File: src/rtl/acpu_pkg.sv
`timescale 1ns / 1ps

package acpu_pkg;

	localparam int WORD_W = 16;
	localparam int ADDR_W = 12;

	localparam logic [WORD_W-1:0] ADDR_MASK = 16'h0FFF;

	typedef enum logic [1:0] {
		FN_RUN   = 2'd0,
		FN_WRITE = 2'd1,
		FN_READ  = 2'd2,
		FN_POWER = 2'd3
	} func_t;

	typedef enum logic [3:0] {
		OP_HLT = 4'd0,
		OP_ADD = 4'd1,
		OP_XOR = 4'd2,
		OP_AND = 4'd3,
		OP_IOR = 4'd4,
		OP_NOT = 4'd5,
		OP_LDA = 4'd6,
		OP_STA = 4'd7,
		OP_SRJ = 4'd8,
		OP_JMA = 4'd9,
		OP_JMP = 4'd10,
		OP_INP = 4'd11,
		OP_OUT = 4'd12,
		OP_RAL = 4'd13,
		OP_CSA = 4'd14,
		OP_NOP = 4'd15
	} op_t;

	// architectural machine state
	typedef struct packed {
		logic              running;
		logic              phase;
		logic [WORD_W-1:0] pc;
		logic [WORD_W-1:0] acc;
		logic [WORD_W-1:0] ir;
		logic [WORD_W-1:0] z;
		logic [WORD_W-1:0] mar;
		logic [WORD_W-1:0] mbr;
	} mach_t;

	// store request from the execute cycle of STA (address is MAR)
	typedef struct packed {
		logic              we;
		logic [WORD_W-1:0] data;
	} wr_req_t;

endpackage

File: src/rtl/acpu_core.sv
`timescale 1ns / 1ps

module acpu_core (
	input  logic                        clk,
	input  logic                        arst_n,
	input  logic                        fire,
	input  acpu_pkg::func_t             func,
	input  logic [acpu_pkg::WORD_W-1:0] rdata,
	input  logic [acpu_pkg::WORD_W-1:0] switch_word,
	output acpu_pkg::mach_t             state,
	output acpu_pkg::wr_req_t           sta_req
);
	import acpu_pkg::*;

	mach_t             st_q;
	mach_t             st_d;
	op_t               op_f;
	op_t               op_x;
	logic [WORD_W-1:0] pc_inc;
	logic [WORD_W-1:0] f_addr;
	logic [WORD_W-1:0] sum;
	logic              ovf;

	assign op_f   = op_t'(rdata[15:12]);
	assign op_x   = op_t'(st_q.ir[15:12]);
	assign pc_inc = st_q.pc + 16'd1;
	assign f_addr = rdata & ADDR_MASK;
	assign sum    = st_q.z + rdata;
	assign ovf    = (st_q.z[15] == rdata[15]) && (sum[15] != st_q.z[15]);

	always_comb begin
		st_d         = st_q;
		sta_req.we   = 1'b0;
		sta_req.data = st_q.acc;
		if (func == FN_POWER) begin
			st_d.running = 1'b1;
		end else if (func == FN_RUN && st_q.running) begin
			if (st_q.phase) begin
				// execute cycle: rdata is the word at MAR
				case (op_x)
					OP_ADD: begin
						st_d.mbr = rdata;
						st_d.acc = sum;
						if (ovf) begin
							st_d.running = 1'b0;
						end
					end
					OP_XOR: begin
						st_d.mbr = rdata;
						st_d.acc = st_q.z ^ rdata;
					end
					OP_AND: begin
						st_d.mbr = rdata;
						st_d.acc = st_q.z & rdata;
					end
					OP_IOR: begin
						st_d.mbr = rdata;
						st_d.acc = st_q.z | rdata;
					end
					OP_NOT: st_d.acc = ~st_q.z;
					OP_LDA: begin
						st_d.mbr = rdata;
						st_d.acc = rdata;
					end
					OP_STA: begin
						st_d.mbr   = st_q.acc;
						sta_req.we = fire;
					end
					OP_RAL: st_d.acc = {st_q.z[14:0], st_q.z[15]};
					default: ;
				endcase
				st_d.mar   = st_q.pc;
				st_d.phase = 1'b0;
			end else begin
				// fetch cycle: rdata is the word at PC
				st_d.pc  = pc_inc;
				st_d.mbr = rdata;
				st_d.ir  = rdata;
				case (op_f)
					OP_HLT: begin
						st_d.running = 1'b0;
						st_d.mar     = pc_inc;
					end
					OP_ADD, OP_XOR, OP_AND, OP_IOR: begin
						st_d.z     = st_q.acc;
						st_d.mar   = f_addr;
						st_d.phase = 1'b1;
					end
					OP_NOT, OP_RAL: begin
						st_d.z     = st_q.acc;
						st_d.phase = 1'b1;
					end
					OP_LDA, OP_STA: begin
						st_d.mar   = f_addr;
						st_d.phase = 1'b1;
					end
					OP_SRJ: begin
						st_d.acc = pc_inc & ADDR_MASK;
						st_d.pc  = f_addr;
						st_d.mar = f_addr;
					end
					OP_JMA: begin
						if (st_q.acc[15]) begin
							st_d.pc  = f_addr;
							st_d.mar = f_addr;
						end else begin
							st_d.mar = pc_inc;
						end
					end
					OP_JMP: begin
						st_d.pc  = f_addr;
						st_d.mar = f_addr;
					end
					OP_CSA: begin
						st_d.acc = switch_word;
						st_d.mar = pc_inc;
					end
					default: st_d.mar = pc_inc;
				endcase
			end
		end
	end

	always_ff @(posedge clk or negedge arst_n) begin
		if (!arst_n) begin
			st_q <= '0;
		end else if (fire) begin
			st_q <= st_d;
		end
	end

	assign state = st_q;

`ifndef SYNTHESIS
	// execute phase only follows a fetch of an opcode that has an execute cycle
	a_exec_op: assert property (@(posedge clk) disable iff (!arst_n)
		st_q.phase |-> (op_x == OP_ADD || op_x == OP_XOR || op_x == OP_AND ||
			op_x == OP_IOR || op_x == OP_NOT || op_x == OP_LDA ||
			op_x == OP_STA || op_x == OP_RAL))
		else $error("execute phase with single-cycle opcode");

	// a halted machine ignores machine cycles
	a_halt_hold: assert property (@(posedge clk) disable iff (!arst_n)
		(fire && func == FN_RUN && !st_q.running) |=> $stable(st_q))
		else $error("state changed while halted");

	// memory store only from the execute cycle of STA
	a_sta_write: assert property (@(posedge clk) disable iff (!arst_n)
		sta_req.we |-> (fire && st_q.running && st_q.phase && op_x == OP_STA))
		else $error("store outside STA execute");
`endif

endmodule

File: config.mk
export PLATFORM = sky130hd
export DESIGN_NAME = acpu_core
export DESIGN_NICKNAME = d
export VERILOG_FILES = /design/src/rtl/acpu_pkg.sv /design/src/rtl/acpu_core.sv
export SDC_FILE = /design/constraint.sdc
export NUM_CORES = 1
export LEC_CHECK = 0
export ABC_CLOCK_PERIOD_IN_PS = 2300
export BUFFER_PORTS_ARGS = -buffer_cell sky130_fd_sc_hd__buf_2
export CORE_MARGIN = 2
export CORE_UTILIZATION = 50
export CTS_BUF_LIST = sky130_fd_sc_hd__clkbuf_4 sky130_fd_sc_hd__clkbuf_8 sky130_fd_sc_hd__clkbuf_16
export DETAILED_ROUTE_END_ITERATION = 6
export PLACE_DENSITY = 0.85
export SYNTH_ARGS = -nofsm -noshare
export SYNTH_HDL_FRONTEND = slang
export SYNTH_SLANG_ARGS = --single-unit
export TNS_END_PERCENT = 100
File: constraint.sdc
create_clock -name clk -period 2.3 [get_ports clk]
set_clock_uncertainty 0.05 [all_clocks]
set_input_delay 0.115 -clock clk [delete_from_list [all_inputs] [get_ports clk]]
set_output_delay 0.115 -clock clk [all_outputs]
set_load 0.005 [all_outputs]
After elaboration in Yosys (flattened, before gate mapping). Cells that the tools add are included. Widths: inputs -> output; s select.

Multiply operators: 0. Muxes and demuxes: 22. Magnitude comparators: 0. Equality and inequality tests: 28. Shift operators: 0. Reductions and logical operators: 20. Div/mod/pow operators: 0. Bitwise operators: 6. Add/sub/neg operators: 2.

Operators by type and width (number): $pmux 16 s7 (1); $mux 98 (1); $pmux 16 s2 (3); $mux 16 (4); $mux 32 (2); $pmux 16 s3 (1); $eq 4x3->1 const B (8); $eq 4x4->1 const B (6); $add 16x1->16 const B (1); $add 16x16->16 (1); $and 16x16->16 (1); $eq 4x2->1 const B (4); $not 16->16 (1); $or 16x16->16 (1); $reduce_or 8->1 (2); $xor 16x16->16 (1); $reduce_and 5->1 (3); $reduce_and 4->1 (3); $mux 1 (9); $eq 4x1->1 const B (2); $ne 8x1->1 const B (1); $ne 3x1->1 const B (2); $reduce_bool 3->1 (2); $reduce_or 6->1 (1); 14 further kinds (17).

RAM bits: 0. Register bits after elaboration: 98. ROM bits: 0. Input port bits: 37. Memories kept: 0. Bits in latches: 0. Output and inout bits: 115.

Depth between registers and ports, before layout. Gate-level depths: netlist of run 1.

Word-level depth: 8. Depth in mapped cells: 9. Mapped depth without buffers: 9.

Least setup slack after synthesis of run 1. Ideal clock, no wire load.

Path type: reg-to-reg. Start point: reg st_q, in the netlist state[33]. End point: reg st_q, in the netlist state[97]. Period minus slack after synthesis: 2221 ps. Path slack: 79 ps. Setup time: 129 ps. Stages on the path, launching flop included: 9. Data required time: 2121 ps. Data arrival time: 2041 ps. Cell sequence: dfrtp_1 > inv_1 > ha_1 > a211oi_1 > o21ai_0 > a31oi_1 > a21oi_1 > o32ai_1 > a21oi_1.

Cells in the longest elaborated chain, start to end: 5.

Ends and longest elaborated chain: start, declared (line acpu_core.sv:15) `mach_t st_q;`; start signal, assigned (line acpu_core.sv:128) `st_q <= st_d;`; $add 16x16->16 (line acpu_core.sv:28) `assign sum = st_q.z + rdata;`; $ne 1x1->1 (line acpu_core.sv:29) `assign ovf = (st_q.z[15] == rdata[15]) && (sum[15] != st_q.z[15]);`; $logic_and 1x1->1 (line acpu_core.sv:29); $ne 3x1->1 (no source line); $reduce_and 5->1 (no source line).

No other way between the ends. A chain may end at the register's enable or synchronous reset.

Worst setup path in the final report of run 1.
Start point: reg st_q, in the netlist state[38]. End point: reg st_q, in the netlist sta_req[7].

Cells in the longest elaborated chain, start to end: 3.

Ends and longest elaborated chain: $add 16x16->16 (line acpu_core.sv:28); $pmux 16 s7 * (line acpu_core.sv:40) `case (op_x)`; $mux 16 * (line acpu_core.sv:38) `if (st_q.phase) begin`.

Every way passes the cells marked *; elsewhere a longest branch is shown, timed or not.

==> qor.csv, run 1 <==
metric,value,unit
start_util,50.8,%
crit_path_cell_trace,inv_1 > ha_1 > o211ai_1 > nand2_1 > nand2_1 > xnor2_1 > a2111oi_1 > o31ai_1,
synth_fp_nets,950,
clock_latency,0.36,ns
fin_crit,2.23,ns
routed_wl,25800,µm
fin_setup_tns,0,ns
slowest_stage,dfrtp_1,
p_int,6.01,mW
hold_violations,0,
syn2layout_area_growth,25.7,%
cts_tree,yes,
crit_type,flip-flop to flip-flop,
synth_cell_types,63,
slowest_delay,0.45,ns
synth_top_area_share,34.9,%
layout_setup_ws,0.0686,ns
cellLeakagePower,4.26,nW
status,finished with violations,
vdd_drop_max,0.691,mV
h-tree-depth,3,
dp_hpwl,19400,µm
layout-drive-gt1-share,28.5,%
drt-initial-drc-count,1035,
grt_start_max_net_pins,46,
avgSynthCellArea,8.00,µm²
clkSlewWorstSetupHoldPaths,0.07,ns
seq_area_frac_synth,34.9,%
cp_max_fo,6,
p_clk_share,13.6,%
cp_common_cell,nand2_1,
crit_family,compound AO/OA/AOI/OAI gates,
seqPwrFrac,28.9,%
worstPathRequired,2.48,ns
power_density,1240,nW/µm²
setup_violations,0,
cts_buffers,9,
portBuffers,151,
relSlewSlack,54.8,%
synthTopCellsByArea,"dfrtp_1 (35%), o21ai_0 (6.8%), nand2_1 (6.2%)",
antenna_found_initial,0,
clock_path_buffers,2,
core-area,13800,µm²
worstMarginPinSlew,0.675,ns
postRouteAntennaNets,0,
grt.total_usage,34.1,%
critPathBufInv,1,
combPwrFrac,57.5,%
cts_root_buf,clkbuf_16,
core.rowCount,43,
yosys_warnings,0,
via_per_inst,6.24,
grt-ovfl-total,0,
swShare,45.4,%
fmax,448,MHz
violations,DRC,
gp_congestion,1.03,
yosysTopAreaCell,dfrtp_1,
slew_viol_final,0,
power.net_switching,4.99,mW
rsz0062_at_grt,true,
grt_pass1_vias,6996,
die-height,123,µm
nNetsFinal,1136,
die_w,123,µm
layout_worst_path_cycle_share,97.0,%
post-place-ws,-0.106,ns
ios,152,
synth_area,7030,µm²
cap_violations,0,
async_flop_share,100,%
grt_first_pass_wirelength,38900,µm
drc,18,
die_area,15000,µm²
syn-instance-count,879,
n_antenna_cell,0,
ys_ff_latch,98,
via_count,7797,
final_cells,1250,
drt-wirelength-per-cell,20.6,µm
cp.arrival,2.41,ns
critPathCaptureType,flip-flop,
synth-main-ff-cell,dfrtp_1,
first_pass_iters,7,
placed_cells,1230,
start_kind,flip-flop,
hp-class,input port to flip-flop,
synth_edf_count,0,
clkSinkCount,98,
==> sequential cells by signal (all words and copies together), names as in the netlist <==
register and count:
sta_req 16, state 82
==> power groups by stage <==
| stage | Combinational, mW | Clock, mW | Sequential [mW] |
|---|---|---|---|
| floorplan | 3.31 | 0 | 3.09 |
| global placement | 5.79 | 0 | 3.12 |
| detailed placement | 5.89 | 0 | 3.15 |
| CTS | 5.93 | 1.49 | 3.13 |
| global route | 6.87 | 1.57 | 3.25 |
| finish | 6.32 | 1.49 | 3.18 |
==> cells in the final DEF, fill, tap and decap left out, drive strengths merged, types with 4 or more instances in the layout <==
cell type	instances
nand2	117
nor2	75
o2111ai	5
inv	40
nand3	16
a222oi	5
o21ai	95
xor2	7
a2111oi	6
nor2b	9
and3	10
a21o	11
o31ai	5
xnor2	6
buf	253
nor3	15
nand2b	13
a22oi	4
or2	4
dfrtp	98
a211oi	8
or3	7
o22ai	15
clkbuf	12
a22o	7
mux2	7
o21bai	4
a32oi	5
ha	33
a221oi	10
mux2i	20
a31oi	8
o2bb2ai	8
a2bb2oi	5
nand4	6
nor4	5
o211ai	6
a21oi	74
==> path summary, 6_finish.rpt <==
kind	startpoint	to	slack (ns)	cells after the start
worst max register to register	state[38]	sta_req[7]	0.07	8
max in group asynchronous	arst_n	state[92]	1.23	3
min in group asynchronous	arst_n	state[86]	0.26	2
worst min-delay path	rdata[3]	state[51]	0.007	3
worst max-delay path	state[38]	sta_req[7]	0.07	8
worst min register to register	state[53]	state[53]	0.43	2
==> what timing repair did <==
item | in CTS | in global routing
hold buffers | 1 | 0
endpoints found under the setup margin | 5 | 15
buffers inserted | 0 | 3
pin swaps | 1 | 7
hold endpoints to repair | 42 | 0
resized for setup | 2 | 33
==> layer usage <==
layer	GRT usage, %	share of wire [%]	wire length, µm	vias to the layer above
li1	-	-	-	3538
met5	0	0	0	-
met1	47.2	40	10400	3658
met3	6.97	10	2710	68
met2	51.2	45	11600	533
met4	15.6	4.1	1070	0
==> worst reg2reg max path: stages, from the launching register on <==
cell	delay (ns)
dfrtp_1	0.45
inv_1	0.09
ha_1	0.43
o211ai_1	0.14
nand2_1	0.19
nand2_1	0.09
xnor2_1	0.14
a2111oi_1	0.41
o31ai_1	0.13
==> synthesized netlist by cell type, types with 3 or more instances <==
cell       number
nor2b_1         9
nor3_1         15
o211ai_1        6
a32oi_1         5
nor2_1         75
buf_1           6
a211oi_1        8
o22ai_1        15
or4_1           3
o31ai_1         5
a41oi_1         3
a21oi_1        74
xnor2_1         6
o2bb2ai_1       8
xor2_1          7
a31oi_1         8
or2_2           3
buf_4          16
nand2_1       117
a22oi_1         4
mux2i_1        20
mux2_2          7
a2111oi_0       6
buf_2          18
o21bai_1        4
or3_1           7
nand3_1        16
clkbuf_1       38
o21ai_0        95
o2111ai_1       5
nand2b_1       13
a21o_1         11
a221oi_1       10
dfrtp_1        98
nand4_1         6
nor4_1          5
inv_1          38
o21a_1          3
and3_1         10
a222oi_1        5
a22o_1          7
a2bb2oi_1       5
ha_1           33
==> cell type report <==
class                           count  area [µm²]
Timing Repair Buffer              254        1560
Clock inverter                      4        26.3
Fill cell                        1204        5000
Sequential cell                    98        2450
Tap cell                          180         225
Multi-Input combinational cell    663        4160
Clock buffer                       12         254
Inverter                           39         146
==> logic make-up (layout without fill, tap and decap cells) <==
family | Yosys count | count (layout) | share of synthesized area (%)
DFF | 98 | 98 | 34.9
AOI/OAI and AO/OA | 304 | 304 | 27.6
buffers and inverters | 118 | 309 | 7.58
muxes | 27 | 27 | 3.97
xor gates and xnor gates | 13 | 13 | 1.62
adders and majority gates | 34 | 34 | 6.16
and+or+nand+nor | 285 | 285 | 18.2
==> stage by stage <==
stage	hold WS, ns	power, mW	instance area, µm²	util, %
5_1_grt	0.0581	11.7	8830	63.9
3_5_place_dp	0.104	9.05	8400	60.7
3_3_place_gp	0.102	8.92	8400	60.7
2_1_floorplan	-0.231	6.41	7030	-
4_1_cts	0.0181	10.5	8690	62.8
6_report	0.00728	11.0	8830	63.9
Power figures use the tool's default switching activity.
==> run 2, diff against run 1 <==
--- a/config.mk
+++ b/config.mk
@@ -5,6 +5,7 @@
 export SDC_FILE = /design/constraint.sdc
 export NUM_CORES = 1
 export LEC_CHECK = 0
+export ABC_AREA = 1
 export ABC_CLOCK_PERIOD_IN_PS = 2300
 export BUFFER_PORTS_ARGS = -buffer_cell sky130_fd_sc_hd__buf_2
 export CORE_MARGIN = 2
==> qor.csv, run 2 <==
metric,value,unit,change
layout-drive-gt1-share,20.9,%,-7.6 points
yosys_warnings,0,,unchanged
worstSetupStartpoint,state[61],,
hp-class,input port to flip-flop,,
cts_root_buf,clkbuf_16,,
crit_end,sta_req[16],,
worstMarginPinSlew,0.539,ns,-0.136 ns
grt_first_pass_wirelength,39900,µm,+2.5%
cts_buffers,9,,unchanged
fmax,457,MHz,+2.0%
synth-xor-area-share,0.849,%,-0.77 points
seq_area_frac_synth,34.0,%,-0.93 points
post_cts_buffers,0,,unchanged
setup_violations,0,,unchanged
dp_hpwl,19700,µm,+1.7%
synth_top_area_share,34.0,%,-0.93 points
reg2reg_from,state[32],,
synth.top_cells.by_count,"nand2_1 (300), inv_1 (117), dfrtp_1 (98)",,
hold_path_depth,5,,+2
via_count,8149,,+4.5%
grt-ovfl-total,0,,unchanged
grt_start_max_net_pins,49,,+6.5%
critPathBufInv,3,,+2
timing.rr.end,sta_req[14],,
postRouteAntennaNets,0,,unchanged
finalPower,10.6,mW,-3.4%
yosysTopAreaCell,dfrtp_1,,
status,"complete, no violations",,
cp.arrival,2.02,ns,-0.39 ns
crit_path_cell_trace,nand2_1 > clkinv_2 > nand3_1 > buf_4 > nor2_1 > buf_2,,
r2r_cells,15,,+7
worst-path-stages,6,,-2
routed_wl,26300,µm,+2.2%
antenna_found_initial,1,,+1
synth_compound_area_share,20.5,%,-7.1 points
ios,152,,unchanged
cts_tree,yes,,
die-height,124,µm,+1.3%
crit_type,flip-flop to output port,,
drc,0,,-18
async_flop_share,100,%,unchanged
synth_top_family_by_area,simple AND/OR/NAND/NOR gates,,
placed_cells,1384,,+13%
synth-main-ff-cell,dfrtp_1,,
avgSynthCellArea,6.80,µm²,-15%
slowest_delay,0.48,ns,+0.03 ns
relSlewSlack,64.1,%,+9.2 points
layout_worst_path_cycle_share,95.1,%,-1.9 points
nNetsFinal,1288,,+13%
multi_input_area,3960,µm²,-4.8%
clkSlewWorstSetupHoldPaths,0.07,ns,about the same
regArea,2450,µm²,unchanged
core.rowCount,43,,unchanged
synthTopCellsByArea,"dfrtp_1 (34%), nand2_1 (16%), o21ai_0 (6.2%)",,
slowest_stage,dfrtp_1,,
portBuffers,151,,unchanged
final_cells,1402,,+12%
syn-instance-count,1061,,+21%
synth_fp_nets,1132,,+19%
largest_reg_flops,82,,unchanged
synth_area,7220,µm²,+2.7%
power_density,1240,nW/µm²,-0.60%
core-area,14000,µm²,+1.2%
via_per_inst,5.81,,-6.8%
synth_cell_types,38,,-40%
n_fill_cell,1360,,+13%
start_kind,flip-flop,,
synth_edf_count,0,,unchanged
synth.area.mux_share,0,%,-4.0 points
yosysMostFrequentCell,nand2_1,,
fin_crit,2.19,ns,-0.0442 ns
die_w,124,µm,+1.3%
synth_adder_area_share,6.00,%,-0.16 points
fin_setup_tns,0,ns,unchanged
first_pass_iters,6,,-1
grt.total_usage,34.7,%,+0.64 points
cp_max_fo,29,,+23
vdd_drop_max,0.461,mV,-33%
grt_pass1_vias,7359,,+5.2%
layout_commonest_cell,nand2_1,,
syn2layout_area_growth,18.9,%,
gp_congestion,1.03,,about the same
r2r_setup_slack,0.18,ns,+0.11 ns
hold_violations,0,,unchanged
cellLeakagePower,4.56,nW,+7.0%
critPathCaptureType,output port,,
final_cell_mix,"nand2_1 (298), buf_2 (150), inv_1 (117)",,
drt-wirelength-per-cell,18.8,µm,-8.9%
clkSinkCount,98,,unchanged
drt-initial-drc-count,1112,,+7.4%
clock_latency,0.36,ns,about the same
h-tree-depth,3,,unchanged
synthSimpleGateAreaFrac,27.4,%,+9.3 points
worstPathRequired,2.13,ns,-0.35 ns
die_area,15400,µm²,+2.6%
n_antenna_cell,0,,unchanged
slew_viol_final,0,,unchanged
cap_violations,0,,unchanged
crit_family,buffers and inverters,,
clock_path_buffers,2,,unchanged
ys_ff_latch,98,,unchanged
start_util,51.6,%,+0.78 points
[run 2: cell types whose count changed after synthesis, moves of 20 or more]
cell	change
mux2i_1	-20
nand3_1	+54
o21ai_1	+22
nand2_1	+183
nor2_1	-26
inv_1	+79
[run 2: final cells by class]
class                           count  area share (%)
Timing Repair Buffer              203            13.6
Clock inverter                      5           0.452
Tap cell                          180            2.62
Multi-Input combinational cell    773            46.1
Clock buffer                       11            2.80
Sequential cell                    98            28.6
Inverter                          132            5.79
[run 2: tightest hold or removal path, stage by stage]
cell	delay, ns
buf_2	0.10
nand2_1	0.05
a21oi_1	0.06
nand2_1	0.06
nand2_1	0.04
[run 2: how the worst min path moves through the flow]
stage | from | end | slack, ns
2_1_floorplan | arst_n | sta_req[0] | -0.23
3_3_place_gp | arst_n | state[43] | 0.07
3_5_place_dp | arst_n | state[42] | 0.08
4_1_cts | switch_word[12] | sta_req[12] | 0.05
5_1_grt | switch_word[15] | sta_req[15] | 0.08
6_report | switch_word[12] | sta_req[12] | 0.05
[run 2: metrics by stage]
step	setup slack (ns)	cell area, µm²	util, %	hold slack [ns]
global placement	0.191	8270	59.1	0.0714
global route	-0.00881	8580	61.4	0.0830
detailed placement	0.157	8270	59.1	0.0790
CTS	0.139	8570	61.3	0.0455
floorplan	0.343	7220	-	-0.231
finish	0.113	8580	61.4	0.0504
[run 2: cells by family after synthesis]
logic type | Yosys count
flops | 98
simple gates | 468
buf+inv | 190
xor+xnor | 7
compound gates | 264
fa+ha+maj | 34
[run 2: repair_timing]
action                                  CTS  global route
resized for setup                         0             6
hold endpoints to repair                 37             0
endpoints found under the setup margin    0             4
hold buffers                              2             0
[run 2: power by group]
part	internal (mW)	switching (mW)
registers	2.50	0.838
clock network	0.765	0.723
logic	2.24	3.55
[run 2: per-layer routing]
metal	GRT usage, %	vias to the layer above	routed length, µm
met5	0	-	13
met4	16.2	2	1110
met3	7.97	80	3210
met2	50.9	513	11200
met1	48.4	3726	10800
li1	-	3828	-
==> run 3, diff against run 2 <==
--- a/config.mk
+++ b/config.mk
@@ -9,10 +9,10 @@
 export ABC_CLOCK_PERIOD_IN_PS = 2300
 export BUFFER_PORTS_ARGS = -buffer_cell sky130_fd_sc_hd__buf_2
 export CORE_MARGIN = 2
-export CORE_UTILIZATION = 50
+export CORE_UTILIZATION = 45
 export CTS_BUF_LIST = sky130_fd_sc_hd__clkbuf_4 sky130_fd_sc_hd__clkbuf_8 sky130_fd_sc_hd__clkbuf_16
 export DETAILED_ROUTE_END_ITERATION = 6
-export PLACE_DENSITY = 0.85
+export PLACE_DENSITY = 0.78
 export SYNTH_ARGS = -nofsm -noshare
 export SYNTH_HDL_FRONTEND = slang
 export SYNTH_SLANG_ARGS = --single-unit
==> qor.csv, run 3 (synthesis results as in run 2) <==
metric,value,unit,change
drt-wirelength-per-cell,18.0,µm,-4.3%
r2r_setup_slack,0.21,ns,+0.03 ns
drt-initial-drc-count,728,,-35%
clock_latency,0.36,ns,about the same
core.rowCount,46,,+7.0%
crit_family,buffers and inverters,,
start_util,45.8,%,-5.8 points
largest_reg_flops,82,,unchanged
final_cell_mix,"nand2_1 (299), buf_2 (150), inv_1 (117)",,
placed_cells,1419,,+2.5%
swShare,46.9,%,-1.2 points
seqPwrFrac,30.8,%,-0.6 points
slowest_delay,0.50,ns,+0.02 ns
reg2reg_from,state[35],,
slew_viol_final,0,,unchanged
relSlewSlack,40.6,%,-23 points
hp-class,input port to flip-flop,,
cp.arrival,1.95,ns,-0.07 ns
p_int,5.65,mW,+2.5%
worstMarginPinSlew,0.887,ns,+0.348 ns
worstPathRequired,2.13,ns,about the same
via_count,8027,,-1.5%
critPathBufInv,3,,unchanged
grt-ovfl-total,0,,unchanged
fin_setup_tns,0,ns,unchanged
first_pass_iters,6,,unchanged
grt_pass1_vias,7072,,-3.9%
ios,152,,unchanged
vdd_drop_max,0.508,mV,+10%
rsz0062_at_grt,false,,
critPathCaptureType,output port,,
start_kind,flip-flop,,
p_clk_share,15.2,%,+1.2 points
fmax,473,MHz,+3.5%
regArea,2450,µm²,unchanged
grt_start_max_net_pins,56,,+14%
postRouteAntennaNets,0,,unchanged
grt.total_usage,30.1,%,-4.6 points
layout_commonest_cell,nand2_1,,
clock_path_buffers,2,,unchanged
setup_violations,0,,unchanged
die-height,131,µm,+5.2%
finalPower,10.6,mW,+0.20%
cts_buffers,9,,unchanged
layout_worst_path_cycle_share,91.9,%,-3.2 points
dp_hpwl,19900,µm,+0.89%
power.net_switching,4.99,mW,-2.3%
via_per_inst,5.58,,-4.0%
nNetsFinal,1288,,unchanged
cts_tree,yes,,
gp_congestion,1.01,,-2.5%
routed_wl,25900,µm,-1.7%
min-delay-start,switch_word[13],,
cellLeakagePower,4.59,nW,+0.66%
hold_violations,0,,unchanged
cts_root_buf,clkbuf_16,,
slowest_stage,dfrtp_1,,
die_area,17100,µm²,+11%
grt_first_pass_wirelength,38800,µm,-2.6%
layout-drive-gt1-share,20.7,%,-0.16 points
status,"complete, no violations",,
antenna_found_initial,0,,-1
power_density,1230,nW/µm²,-0.77%
clkSinkCount,98,,unchanged
fin_crit,2.11,ns,-0.0746 ns
combPwrFrac,54.0,%,-0.5 points
crit_type,flip-flop to output port,,
n_fill_cell,1621,,+19%
final_cells,1439,,+2.6%
cp_max_fo,31,,+6.9%
die_w,131,µm,+5.2%
h-tree-depth,3,,unchanged
syn2layout_area_growth,20.0,%,
drc,0,,unchanged
cap_violations,0,,unchanged
portBuffers,151,,unchanged
core-area,15800,µm²,+13%
multi_input_area,3960,µm²,unchanged
clkSlewWorstSetupHoldPaths,0.07,ns,about the same
crit_path_cell_trace,nand2_1 > inv_2 > nand3_1 > buf_4 > nor2_1 > buf_2,,
worstSetupStartpoint,state[61],,
-- run 3: changes by cell type in the layout (fill, tap and decap cells not counted), moves of 2 or more --
cell,delta
clkinvlp_4,-3
clkbuf_8,+2
clkinv_2,-2
inv_6,+2
-- run 3: area by class of cell --
class | instances | area share (%)
Clock inverter | 4 | 0.650
Antenna cell | 1 | 0.0289
Timing Repair Buffer | 203 | 13.5
Multi-Input combinational cell | 773 | 45.7
Inverter | 132 | 5.72
Clock buffer | 12 | 3.00
Tap cell | 216 | 3.12
Sequential cell | 98 | 28.3
-- run 3: layer usage --
| metal | share of wire [%] | global-route usage, % | up-vias |
|---|---|---|---|
| met2 | 45 | 46.8 | 430 |
| met4 | 3.6 | 14.1 | 0 |
| met3 | 9.1 | 4.93 | 53 |
| li1 | - | - | 3810 |
| met1 | 42 | 41.0 | 3734 |
| met5 | 0 | 0 | - |
-- run 3: timing repair --
action                                 in CTS  in global routing
hold buffers                                2                  0
setup buffers                               0                  1
gates resized for setup                     0                  4
setup endpoints to repair                   0                  7
endpoints found under the hold margin      44                  0
-- run 3: worst paths after layout --
path	to	cells after the start
worst max-delay path	sta_req[16]	6
min in group asynchronous	state[8]	2
worst min-delay path	sta_req[13]	5
max in group asynchronous	state[34]	3
worst min register to register	state[16]	2
worst max register to register	sta_req[15]	13
-- run 3: power groups by stage --
stage | Sequential, mW | Clock, mW | Combinational (mW)
floorplan | 3.25 | 0 | 3.48
finish | 3.28 | 1.62 | 5.74
global placement | 3.28 | 0 | 5.57
global route | 3.39 | 1.71 | 6.41
detailed placement | 3.29 | 0 | 5.62
CTS | 3.27 | 1.65 | 5.66
-- run 3: through the flow --
| stage | hold WS, ns | utilization, % | instance area (µm²) | setup slack [ns] |
|---|---|---|---|---|
| global route | 0.0876 | 54.9 | 8660 | 0.0114 |
| detailed placement | 0.107 | 52.7 | 8310 | 0.119 |
| finish | 0.0594 | 55.0 | 8670 | 0.187 |
| CTS | 0.0493 | 54.8 | 8650 | 0.101 |
| global placement | 0.102 | 52.7 | 8310 | 0.165 |
| floorplan | -0.231 | - | 7220 | 0.343 |
-- run 3: tightest hold or removal path: stages --
cell	delay (ns)
buf_2	0.10
nand2_1	0.06
a21oi_1	0.06
nand2_1	0.06
nand2_1	0.04
